File: src/hdl/ipds_pkg.sv
// Package for the IPv6 destination policy sorter: shared types and constants.
// No dependencies.
package ipds_pkg;
	localparam int ADDR_W = 64;
	localparam int SCOPE_W = 16;
	localparam int KEY_W = 10;
	localparam int MASK_W = 5;
	localparam int RANK_W = 8;
	localparam int PREC_W = 9;
	localparam logic [MASK_W-1:0] MAX_BYTES = 5'd16;
	localparam logic OP_ENTRY = 1'b0;
	localparam logic OP_ADDR = 1'b1;

	typedef struct packed {
		logic [ADDR_W-1:0] hi;
		logic [ADDR_W-1:0] lo;
		logic [SCOPE_W-1:0] scope;
		logic [KEY_W-1:0] key;
	} item_t;

	// 128-bit mask with the first n bytes set, MSB first
	function automatic logic [2*ADDR_W-1:0] byte_mask(input logic [MASK_W-1:0] n);
		logic [2*ADDR_W-1:0] m;
		m = '0;
		for (int b = 0; b < 16; b++) begin
			if (5'(b) < n) m[2*ADDR_W-1-8*b -: 8] = 8'hff;
		end
		return m;
	endfunction
endpackage

File: src/hdl/ipds_cell.sv
// One cell of the sorting chain: holds one list item and hands it on.
// Depends on ipds_pkg.
module ipds_cell (
	input  logic clk,
	input  logic arst_n,
	input  logic clear,
	input  logic ins,
	input  ipds_pkg::item_t new_item,
	input  logic prev_valid,
	input  logic prev_lower,
	input  ipds_pkg::item_t prev_item,
	input  logic shift_out,
	input  logic next_valid,
	input  ipds_pkg::item_t next_item,
	output logic valid,
	output logic lower,
	output ipds_pkg::item_t item
);
	logic valid_q;
	logic take;
	ipds_pkg::item_t item_q;
	assign valid = valid_q;
	assign item = item_q;
	// a held item is strictly below the new key: the new item goes ahead of it
	assign lower = !valid_q || (item_q.key < new_item.key);
	// an empty cell fills only when the cell ahead of it holds an item
	assign take = ins && lower && (valid_q || prev_valid);

	always_ff @(posedge clk or negedge arst_n) begin
		if (!arst_n) begin
			valid_q <= 1'b0;
		end else if (clear) begin
			valid_q <= 1'b0;
		end else if (shift_out) begin
			valid_q <= next_valid;
		end else if (take) begin
			valid_q <= 1'b1;
		end
	end

	always_ff @(posedge clk) begin
		if (shift_out) begin
			item_q <= next_item;
		end else if (take) begin
			item_q <= (prev_valid && prev_lower) ? prev_item : new_item;
		end
	end
endmodule

File: config.mk
export PLATFORM = sky130hd
export DESIGN_NAME = ipds_cell
export DESIGN_NICKNAME = d
export VERILOG_FILES = /design/src/hdl/ipds_pkg.sv /design/src/hdl/ipds_cell.sv
export SDC_FILE = /design/constraint.sdc
export NUM_CORES = 1
export LEC_CHECK = 0
export BUFFER_PORTS_ARGS = -buffer_cell sky130_fd_sc_hd__buf_2
export CORE_AREA = 8 8 240 242
export CTS_BUF_LIST = sky130_fd_sc_hd__clkbuf_8
export DETAILED_ROUTE_END_ITERATION = 10
export DIE_AREA = 0 0 248 250
export PLACE_DENSITY = 0.38
export SLEW_MARGIN = 15
export SYNTH_ARGS = -nofsm -noshare
export SYNTH_HDL_FRONTEND = slang
export SYNTH_SLANG_ARGS = --single-unit
File: constraint.sdc
create_clock -name clk -period 14.21 [get_ports clk]
set_input_delay 0.7105 -clock clk [delete_from_list [all_inputs] [get_ports clk]]
set_output_delay 0.7105 -clock clk [all_outputs]
set_load 0.03 [all_outputs]
# Yosys cells after proc, flatten, opt, wreduce, memory -nomap -nowiden
# Cells that the tools add are included.
[word_totals]
reg_bits = 155
in_bits = 470
output_inout_bits = 156
elab_cells = 20
[op_classes]
magnitude_cmp = 1
muxes = 6
reduce_logical = 8
[ops]
columns = ["operator", "count"]
rows = [
  ["154-bit two-way mux", 3],
  ["10-bit less-than comparator", 1],
  ["1-bit logical AND", 3],
  ["1-bit two-way mux", 3],
  ["3-bit nonzero test", 1],
  ["1-bit logical OR", 2],
  ["2-bit nonzero test", 1],
  ["1-bit logical NOT", 1],
]

# Depth between registers and ports, before layout
[logic_depth]
word_depth = 7
mapped_depth = 6
ltp_nobuf = 6

# Worst setup path after synthesis
# OpenSTA, ideal clock, no wires.
[synth_timing]
kind = "input to register"
start = "input port new_item[7] (netlist name)"
end = "register item_q (netlist bit item[0]) (enable)"
setup_ps = 893
t_arrival_ps = 12746
required_time_ps = 13317
setup_slack_ps = 571
stages = 6
path_buffers = 0
path_cell_list = "inv_1 > ha_1 > a211o_1 > a21oi_1 > o31ai_1 > o31ai_1"
[synth_via]
elab_chain_cells = 5
[synth_lines]
columns = ["item", "line_no", "text"]
rows = [
  ["start: declaration", "ipds_cell.sv:8", "input ipds_pkg::item_t new_item,"],
  ["10-bit less-than comparator", "ipds_cell.sv:25", "assign lower = !valid_q || (item_q.key < new_item.key);"],
  ["1-bit logical OR", "ipds_cell.sv:25", ""],
  ["1-bit logical AND (2 in series)", "ipds_cell.sv:27", "assign take = ins && lower && (valid_q || prev_valid);"],
  ["2-bit nonzero test (no line)", "n/a", ""],
  ["end signal: assignment", "ipds_cell.sv:43", "item_q <= next_item;"],
  ["end signal: assignment", "ipds_cell.sv:45", "item_q <= (prev_valid && prev_lower) ? prev_item : new_item;"],
  ["end: declaration", "ipds_cell.sv:21", "ipds_pkg::item_t item_q;"],
]
# No other way between the ends.
# A chain may end at the register's enable or synchronous reset.

# Worst setup path in the final report
[layout_timing]
start = "register item_q (netlist bit item[7])"
end = "register item_q (netlist bit item[2]) (enable)"
[layout_via]
elab_chain_cells = 5
[layout_lines]
columns = ["item", "line_no"]
rows = [
  ["10-bit less-than comparator", "ipds_cell.sv:25"],
  ["1-bit logical OR", "ipds_cell.sv:25"],
  ["1-bit logical AND (2 in series)", "ipds_cell.sv:27"],
  ["2-bit nonzero test (no line)", "n/a"],
]
# No other way between the ends.

==> out/metrics.csv <==
metric,value,unit
register area share after synthesis,57.40,%
CP cell instances,ha_1 -> a211o_1 -> a21oi_1 -> o31ai_1 -> o31ai_4 -> buf_4 -> buf_4,
Post-CTS Setup Repair Bufs,0,
Die Wd,248,um
min Tclk post-route,3.809,ns
TritonCTS clock tree,built,
clock-pin slew of the registers on the worst-case setup and hold paths,0.08,ns
Hold WC Path Type,in -> reg,
Setup TNS,0,ns
vias per cell,3.728,
Mapped Avg Cell Area,11.46,um2
CP most frequent cell,buf_4,
Synth cell types,23,
Synth area leaders,"edfxtp_1 57%, mux2i_1 19%, nand2_1 7.2%",
nets,1787,
Starting Density,15.14,%
Seq cells post-synth,155,
hold path start,clear,
Slew Limit Fails,0,
CTS Buffer Depth,2,
Sequential Area,0.004649,mm2
cell area power density,102.8,mW/mm2
Die ar.,0.06200,mm2
WL per Instance,18.31,um
worst hold stages,2,
Leak,6.249,nW
largest net degree at the start of global routing,132,
final setup skew,0.01998,ns
# placed instances,1984,
Placeable Area,0.05350,mm2
Worst VDD drop,0.05335,mV
H-tree depth,4,
share of the synthesized area in the top cell type,57.09,%
wire length of the first global-routing pass,51700,um
Synth area leader,edfxtp_1,
"delay-heaviest family, CP",buffers and inverters,
outcome,"complete, no violations",
Fillers,5919,
Startpoint Class,register,
final hold vios,0,
post_cts resized,0,
Slowest cell on crit path,buf_4,
worst reg2reg path startpoint,item[7]$_DFFE_PP_,
relative slew slack,27.77,%
Placer Congestion,0.8653,
Hold Buf Count CTS,1,
initial antenna violation count,3,
final core occ,23.05,%
vias post-DR,7520,
Multi-input gate area,0.003152,mm2
DR iter-0 viols,262,
Num CTS Buffers,17,
RSZ-0062 raised after global routing,no,
insertion delay to the later sink of the worst-skew pair,0.53,ns
Buf/Inv on CP,2,
cell count after synthesis,707,
Row Count,85,
Max-cap violations,0,
FF-to-FF End,item[2]$_DFFE_PP_,
post-route ant nets,0,
Worst R2R Setup Slack,10.40,ns
synth warn,0,
fmax,262.6,MHz
Worst Max-Slew Pin Slew,1.083,ns
layout cells sized above 1,50.00,%
io pins,626,
drt total wl,36940,um
Finished Layout Cells,2017,
CP max FO,83,
Port Buf Inserts,625,
final worst path period share,26.80,%
Clock Tree Root,clkbuf_8,
CTS Sinks,155,
CP Capture Type,register,
arrival time of the worst setup path,3.94,ns
Finish-stage setup viols,0,
Required @ worst endpoint,14.35,ns
Crit path depth,7,
Layout Area Growth over Synthesis,52.22,%
slowest cell delay on critical path,0.93,ns
GRT overflow,0,
Setup CP Type,reg -> reg,
DR DRC count,0,
Syn Std Cell Area,0.008100,mm2
post-synth net total,1186,
Die H,250,um
Pre-antenna DRT Iters,4,
CP endpoint,item[2]$_DFFE_PP_,
Worst setup startpoint,item[7]$_DFFE_PP_,
vias in the first global route,8198,
Reg2Reg Depth,7,
dpl hpwl,30910,um
GRT Total Usage,11.42,%
## sequential cells by signal (all words and copies together), names as in the netlist
register and cells:
item 154, valid 1
## cells by family (layout without fill, tap and decap cells)
kind of cell	after synthesis	after routing	synth area share, %
mux	154	154	19.03
other cells	0	1	0
buf+inv	60	673	4.032
flops	155	155	57.40
simple gates	162	162	7.646
compound gates	167	167	10.50
fa+ha+maj	9	9	1.390
## final cells by class
cell class | count | area share, %
Clock inverter | 14 | 1.461
Antenna cell | 1 | 0.02029
Inverter | 10 | 0.3044
Clock buffer | 17 | 1.898
Multi-Input combinational cell | 492 | 25.56
Sequential cell | 155 | 37.71
Timing Repair Buffer | 632 | 25.99
Tap cell | 696 | 7.062
## cells in the final DEF (no fill, tap or decap), drive strengths merged
cell type and count:
buf 630, nand2 156, o21ai 155, mux2i 154, edfxtp 154, clkbuf 18, inv 13, ha 9
a21oi 6, bufinv 4, clkinv 4, clkinvlp 3, nand4 2, nor2 2, o31ai 2, diode 1
nand2b 1, a211o 1, o21a 1, a21o 1, nand3 1, a31oi 1, dlygate4sd3 1, dfrtp 1
## cells in the mapped netlist
master    count
nand2_2       1
buf_4        11
mux2i_1     154
o21a_1        1
a211o_1       1
ha_1          9
o21ai_0      95
a21oi_1       6
edfxtp_1    154
o31ai_1       2
nand2_1     155
nand2b_1      1
dfrtp_1       1
buf_2         6
a21o_1        1
nand4_1       2
nand3_1       1
clkbuf_1     26
nor2_1        2
a31oi_1       1
o21ai_1      60
inv_1        10
buf_6         7
## worst min path at each step
stage                                    to  slack, ns
final                     valid$_DFFE_PN0P_       0.34
after global routing      valid$_DFFE_PN0P_       0.27
after CTS                 valid$_DFFE_PN0P_       0.24
after detailed placement  valid$_DFFE_PN0P_       0.52
after global placement    valid$_DFFE_PN0P_       0.52
after floorplan           valid$_DFFE_PN0P_       0.41
## worst reg2reg max path: stages, from the launching register on
cell	delay [ns]
edfxtp_1	0.41
ha_1	0.31
a211o_1	0.26
a21oi_1	0.23
o31ai_1	0.18
o31ai_4	0.25
buf_4	0.76
buf_4	0.94
## per-layer routing
layer	wire, um	GRT usage (%)
met2	19330	20.84
met5	12	0
met3	3803	5.116
met1	13110	11.23
met4	678	4.095
## through the flow
step                hold slack [ns]  power [mW]  setup WS, ns  area [um2]
floorplan                    0.4149      0.7809        0.5710        8100
global placement             0.5237      0.9262         9.765       11900
detailed placement           0.5215      0.9250         9.700       11900
CTS                          0.2438       1.306         10.16       12330
global route                 0.2691       1.340         10.02       12330
finish                       0.3352       1.267         10.40       12330
## where the power goes
part	switching (mW)	leakage, nW	internal [mW]
Sequential	0.0127	1.58	0.561
Clock	0.176	0.206	0.188
Combinational	0.214	4.47	0.115
Total	0.403	6.25	0.864
Power figures use the tool's default switching activity.
