<file path="src/hdl/ipds_pkg.sv">
// Package for the IPv6 destination policy sorter: shared types and constants.
// No dependencies.
package ipds_pkg;
	localparam int ADDR_W = 64;
	localparam int SCOPE_W = 16;
	localparam int KEY_W = 10;
	localparam int MASK_W = 5;
	localparam int RANK_W = 8;
	localparam int PREC_W = 9;
	localparam logic [MASK_W-1:0] MAX_BYTES = 5'd16;
	localparam logic OP_ENTRY = 1'b0;
	localparam logic OP_ADDR = 1'b1;

	typedef struct packed {
		logic [ADDR_W-1:0] hi;
		logic [ADDR_W-1:0] lo;
		logic [SCOPE_W-1:0] scope;
		logic [KEY_W-1:0] key;
	} item_t;

	// 128-bit mask with the first n bytes set, MSB first
	function automatic logic [2*ADDR_W-1:0] byte_mask(input logic [MASK_W-1:0] n);
		logic [2*ADDR_W-1:0] m;
		m = '0;
		for (int b = 0; b < 16; b++) begin
			if (5'(b) < n) m[2*ADDR_W-1-8*b -: 8] = 8'hff;
		end
		return m;
	endfunction
endpackage

</file>
<file path="src/hdl/ipds_classify.sv">
// Policy table and classifier: stores entries and computes the sort key.
// Depends on ipds_pkg.
module ipds_classify #(
	parameter int POLICY_ENTRIES = 8
) (
	input  logic clk,
	input  logic arst_n,
	input  logic wr,
	input  logic [2:0] wr_index,
	input  logic [ipds_pkg::ADDR_W-1:0] hi,
	input  logic [ipds_pkg::ADDR_W-1:0] lo,
	input  logic [ipds_pkg::SCOPE_W-1:0] scope,
	input  logic [ipds_pkg::MASK_W-1:0] nbytes,
	input  logic [ipds_pkg::RANK_W-1:0] rank,
	input  logic src,
	input  logic en,
	output logic [ipds_pkg::KEY_W-1:0] key
);
	logic [POLICY_ENTRIES-1:0][2*ipds_pkg::ADDR_W-1:0] pfx_q, mask_q;
	logic [POLICY_ENTRIES-1:0][ipds_pkg::SCOPE_W-1:0] scope_q;
	logic [POLICY_ENTRIES-1:0][ipds_pkg::RANK_W-1:0] rank_q;
	logic [POLICY_ENTRIES-1:0] src_q, valid_q, hit;
	logic [ipds_pkg::MASK_W-1:0] nb_sat;

	assign nb_sat = (nbytes > ipds_pkg::MAX_BYTES) ? ipds_pkg::MAX_BYTES : nbytes;

	always_ff @(posedge clk or negedge arst_n) begin
		if (!arst_n) begin
			valid_q <= '0;
		end else begin
			for (int e = 0; e < POLICY_ENTRIES; e++) begin
				if (wr && 32'(wr_index) == e) valid_q[e] <= en;
			end
		end
	end

	always_ff @(posedge clk) begin
		for (int e = 0; e < POLICY_ENTRIES; e++) begin
			if (wr && 32'(wr_index) == e) begin
				pfx_q[e] <= {hi, lo};
				mask_q[e] <= ipds_pkg::byte_mask(nb_sat);
				scope_q[e] <= scope;
				rank_q[e] <= rank;
				src_q[e] <= src;
			end
		end
	end

	always_comb begin
		for (int e = 0; e < POLICY_ENTRIES; e++) begin
			hit[e] = valid_q[e] && scope_q[e] == scope &&
				((({hi, lo} ^ pfx_q[e]) & mask_q[e]) == '0);
		end
		key = '0;
		for (int e = POLICY_ENTRIES - 1; e >= 0; e--) begin
			if (hit[e]) key = {src_q[e], 9'(rank_q[e]) + 9'd1};
		end
	end
endmodule

</file>
<file path="config.mk">
export PLATFORM = sky130hd
export DESIGN_NAME = ipds_classify
export DESIGN_NICKNAME = d
export VERILOG_FILES = /design/src/hdl/ipds_pkg.sv /design/src/hdl/ipds_classify.sv
export SDC_FILE = /design/constraint.sdc
export NUM_CORES = 2
export LEC_CHECK = 0
export ABC_CLOCK_PERIOD_IN_PS = 2300
export BUFFER_PORTS_ARGS = -buffer_cell sky130_fd_sc_hd__buf_4
export CORE_MARGIN = 2
export CORE_UTILIZATION = 40
export DETAILED_ROUTE_END_ITERATION = 7
export PLACE_DENSITY = 0.69
export SYNTH_ARGS = -nofsm -noshare
export SYNTH_HDL_FRONTEND = slang
export SYNTH_SLANG_ARGS = --single-unit
</file>
<file path="constraint.sdc">
create_clock -name clk -period 2.3 [get_ports clk]
set_input_delay 0.115 -clock clk [delete_from_list [all_inputs] [get_ports clk]]
set_output_delay 0.115 -clock clk [all_outputs]
set_load 0.005 [all_outputs]
</file>
Yosys cells after proc, flatten, opt, wreduce, memory -nomap -nowiden
Cells that the tools add are included.
{ "totals": {"mem_bits_rw": 0, "input_bits": 165, "regBits": 2256, "n_memories": 0, "latch_bits": 0, "rom_bits": 0} }
{ "op_classes": {"bitwise_logic": 16, "reduce_logical": 33, "eq_ne": 15, "n_shift": 0, "magnitude_cmp": 17, "muxes": 25, "multipliers": 0, "div": 0, "addsub": 8} }
{ "ops": {"columns": ["op", "n"], "rows": [
  ["bitwise AND 128 bit", 8],
  ["logical NOT 128 bit", 8],
  ["XOR 128 bit", 8],
  ["== test 16 bit", 8],
  ["two-way mux 8 bit", 16],
  ["two-way mux 10 bit", 8],
  ["adder 8 x 1 -> 9 bit (second input constant)", 8],
  ["< comparator 4 x 5 -> 1 bit (first input constant)", 8],
  ["logical AND 1 bit", 24],
  ["< comparator 3 x 5 -> 1 bit (first input constant)", 4],
  ["== test 3 bit (second input constant)", 4],
  ["< comparator 1 x 5 -> 1 bit (first input constant)", 2],
  ["< comparator 2 x 5 -> 1 bit (first input constant)", 2],
  ["== test 3 x 2 -> 1 bit (second input constant)", 2],
  ["> comparator 5 bit (second input constant)", 1],
  ["two-way mux 5 bit", 1],
  ["== test 3 x 1 -> 1 bit (second input constant)", 1],
  ["logical NOT 3 bit", 1]
]} }

Longest topological paths before layout
{ "depth": {"word_depth": 12, "depth_mapped": 12, "depth_no_buf": 9} }

Worst setup path before layout
No wires, ideal clock.
{ "synth_path": {"path_kind": "input-to-reg", "startpoint": "input port wr_index[0]", "endpoint": "register valid_q[0]", "slack_ns": -11.152, "t_arrival_ns": 13.327, "setup_ns": 0.125, "t_required_ns": 2.175, "cell_stages": 2, "cell_sequence": "nor3_1 > mux2_2"} }
{ "synth_between": {"elab_chain_cells": 2} }
{ "synth_lines": {"columns": ["element", "line", "source"], "rows": [
  ["start: declaration", "ipds_classify.sv:9", "input logic [2:0] wr_index,"],
  ["logical NOT 3 bit", "ipds_classify.sv:32", "if (wr && 32'(wr_index) == e) valid_q[e] <= en;"],
  ["logical AND 1 bit", "ipds_classify.sv:32", null],
  ["end signal: indexed assignment", "ipds_classify.sv:32", null],
  ["end: declaration", "ipds_classify.sv:22", "logic [POLICY_ENTRIES-1:0] src_q, valid_q, hit;"]
]} }
No other way between the ends.
A chain may end at the register's enable or synchronous reset.

Final worst setup path
{ "layout_path": {"startpoint": "register pfx_q[822] in the netlist's numbering", "endpoint": "output port key[3] in the netlist's numbering"} }
{ "layout_between": {"elab_chain_cells": 11} }
{ "layout_lines": {"columns": ["element", "line", "source"], "rows": [
  ["start: declaration", "ipds_classify.sv:19", "logic [POLICY_ENTRIES-1:0][2*ipds_pkg::ADDR_W-1:0] pfx_q, mask_q;"],
  ["start signal: indexed assignment", "ipds_classify.sv:40", "pfx_q[e] <= {hi, lo};"],
  ["XOR 128 bit", "ipds_classify.sv:52", "((({hi, lo} ^ pfx_q[e]) & mask_q[e]) == '0);"],
  ["bitwise AND 128 bit", "ipds_classify.sv:52", null],
  ["logical NOT 128 bit", "ipds_classify.sv:52", null],
  ["logical AND 1 bit", "ipds_classify.sv:51", "hit[e] = valid_q[e] && scope_q[e] == scope &&"],
  ["two-way mux 10 bit (7 in series)", "ipds_classify.sv:56", "if (hit[e]) key = {src_q[e], 9'(rank_q[e]) + 9'd1};"],
  ["end: declaration", "ipds_classify.sv:17", "output logic [ipds_pkg::KEY_W-1:0] key"]
]} }
No other way between the ends.

==> key figures <==
GRT
  – Remaining global-route overflow: 0
  – Vias in the first global route: between 30,000 and 40,000
  – Initial antenna violation count: 28
  – Pin count of the biggest net entering global routing: 73
  – Total track usage: 19.94%
  – First-pass GRT wire length: 214,900 um

Route
  – DR WL/cell: 22.41 um
  – First-iteration detailed-routing DRC count: around 2,600
  – DRC errors left: 0
  – Final wirelength: 144,500 um
  – Via Count: about 32,000
  – Detailed-router iteration count before antenna repair: 5
  – Detailed-route vias per instance: 5.040
  – Final ANT Viol Nets: 0

Clocking
  – CTS Buf Count: ~140
  – CTS Root Cell: clkbuf_16
  – CTS tree: yes
  – Longest Clk Path Bufs: 3
  – Clk sinks: approximately 1,400
  – Clk pin slew, worst setup/hold paths: 60 ps
  – Worst-Skew Late Latency: between 700 and 800 ps
  – H-tree depth: 4

Timing
  – Final hold vios: 0
  – Final worst setup slack: -1614 ps
  – RSZ-0062 raised after global routing: true
  – Final setup skew: 0 ps
  – # setup viols final: 10
  – Slew Viols, Final: 0
  – Slew margin rel.: 59.97%
  – Fmax: between 200 and 300 MHz
  – Final hold slack: 125.2 ps
  – Final period utilization: 170.2%
  – Actual slew at the worst max-slew pin: 598.9 ps
  – Minimum clock period: ~3900 ps

Worst setup path
  – Startpoint Class: flop
  – Worst Setup SP: pfx_q[822]$_DFFE_PP_
  – Critical path peak fanout: 5
  – Worst path arrival time: approximately 3800 ps
  – WS Path Type: reg -> out
  – WP data required: 2180 ps
  – Highest-delay cell along the critical path: a222oi_1
  – CP max stage delay: 480 ps
  – Crit-path leading delay family: compound AO/OA/AOI/OAI gates
  – CP Buf/Inv Count: 3
  – Crit path cell chain: xnor2_1 -> nand4_1 -> o21ai_4 -> nand4_1 -> buf_4 -> nor3_4 -> buf_6 -> and3_4 -> a211oi_4 -> a2bb2oi_2 -> a222oi_1 -> buf_4
  – RR Startpoint: valid_q[2]$_DFFE_PN0P_
  – Critical Path End Type: primary output

Synth
  – Most used DFF post-synth: edfxtp_1
  – Count leader, synth: edfxtp_1
  – Synth area leaders: edfxtp_1 72%, xnor2_1 17%, nand4_1 3.4%, buf_2 1.2%, o21ai_0 1.2%
  – Sequential fraction of the synthesis area: 72.19%
  – Synth area leader: edfxtp_1
  – Top cell type's share of synthesized area: 71.83%
  – Top post-synthesis cells by count: 1,352 x edfxtp_1, 1,124 x xnor2_1, 308 x nand4_1
  – Avg Synthesized Cell Area: 16.41 sq um
  – FF+latch count, synth: 1,360
  – Async S/R FF share, synth: 0.5882%
  – EDFF count, synth: 1,352
  – Ys Warns: 0
  – Post-synthesis instance area: 56,520 sq um
  – Synth cell types: 59
  – Net Count, Synth: 3,617
  – Mapped Cells: 3,444

Run
  – # Max-Cap Violations: 0

Placement
  – Place WS: -1575 ps
  – Dpl cell area: 64,840 sq um
  – Routability Congestion: 0.8683
  – Cells after DPL: 5,958
  – Buffers on Ports: between 150 and 200
  – Post-DP HPWL: 93,170 um

Layout
  – Design Area, Final: 71,930 sq um
  – Share of layout cells above drive strength 1: 23.59%
  – Area Overhead vs Synth: 27.26%
  – Finished Layout Cells: 6,448
  – NumNets Final: about 4,600

Floorplanning
  – Starting density of the core: just over 40%
  – DIE AREA: roughly 140,000 sq um
  – Die height: ~380 um
  – Die width: 379.9 um
  – # IOs: 175
  – Core region area: between 100,000 and 150,000 sq um
  – FP Rows: 137

Pwr
  – Cell Pwr Density: about 770 nW/um^2
  – Leak: 23.51 nW
  – Worst vdd ir: 0.8674 mV

Outcome
  – Status: finished with violations
  – Failing checks: setup timing

Hold path
  – Hold Crit Class: in -> reg
  – Worst Min Path Start: lo[52]
## per-layer routing
metal	global-route usage [%]	share of wire, %	vias up
li1	-	-	14839
met1	26.62	43	16403
met4	5.688	2.6	38
met3	4.958	6.9	253
met5	0	0.17	-
met2	32.31	48	963
## sequential cells by signal, indices dropped and copies added (netlist names)
register	cells
scope_q	128
rank_q	64
pfx_q	1024
mask_q	128
src_q	8
valid_q	8
## placed cells by master (no fill, tap or decap), types with 8 or more instances in the layout
cell type	netlist	layout
and3_1	25	24
buf_12	0	57
buf_4	3	729
clkbuf_1	4	30
clkbuf_16	0	145
clkinv_1	0	34
clkinv_2	0	22
dfrtp_1	8	8
dlygate4sd3_1	0	210
edfxtp_1	1352	1352
ha_1	8	8
mux2_2	8	8
nand2_1	47	45
nand3_1	43	43
nand4_1	308	308
nor2_1	19	12
nor3_1	16	9
nor4_1	14	11
o21ai_0	133	109
o21ai_1	4	17
o21ai_2	0	9
xnor2_1	1124	1121
xor2_1	75	75
## final cells by class
class                   instances  area (sq um)
diodes                          7         17.52
clock buffers                 178          3782
clock inverters                88         790.8
fillers                     11512         67950
inverters                       5         18.77
multi-input cells            1926         15310
flip-flops and latches       1360         40800
well taps                    1876          2347
repair buffers               1008          8859
## cells by family (layout without fill, tap and decap cells)
family | after synthesis | count (layout) | share of synthesized area [%]
adders and majority gates | 8 | 8 | 0.1771
and+or+nand+nor | 514 | 514 | 5.395
muxes | 10 | 10 | 0.2037
xor gates and xnor gates | 1199 | 1199 | 18.58
other | 0 | 7 | 0
buffers and inverters | 158 | 1279 | 1.446
AOI/OAI and AO/OA | 195 | 195 | 2.012
DFF | 1360 | 1360 | 72.19
## path summary, 6_finish.rpt
path / depth (start not counted) / slack, ps / to
max in group asynchronous: 3 / 1560 / valid_q[1]$_DFFE_PN0P_
hold reg to reg: 1 / 510 / valid_q[0]$_DFFE_PN0P_
setup / recovery: 12 / -1610 / key[3]
hold / removal: 2 / 130 / pfx_q[180]$_DFFE_PP_
setup reg to reg: 1 / 1510 / valid_q[2]$_DFFE_PN0P_
min in group asynchronous: 3 / 430 / valid_q[3]$_DFFE_PN0P_
## power by group
group / total (W) / switching, W / leakage, nW / internal, W
clock network: 0.0225 / 0.00982 / 2.22 / 0.0126
registers: 0.0285 / 0.000331 / 12.5 / 0.0281
logic: 0.00457 / 0.00233 / 8.76 / 0.00224
## per-stage QoR
stage | power, W | setup TNS, ps | utilization, %
global placement | 0.03304 | -15060 | 46.35
finish | 0.05550 | -14920 | 51.42
floorplan | 0.03118 | -1751660 | -
global route | 0.05729 | -16260 | 51.42
CTS | 0.05596 | -15740 | 51.35
detailed placement | 0.03315 | -15280 | 46.35
## repair_timing
item                                    in CTS  in global routing
buffers inserted                             2                  1
gates cloned                                 0                  0
endpoints found under the hold margin     1576                  0
pin swaps                                   26                 29
resized for setup                           58                 35
hold buffers                               216                  0
endpoints found under the setup margin      10                 10
Power figures use the tool's default switching activity.
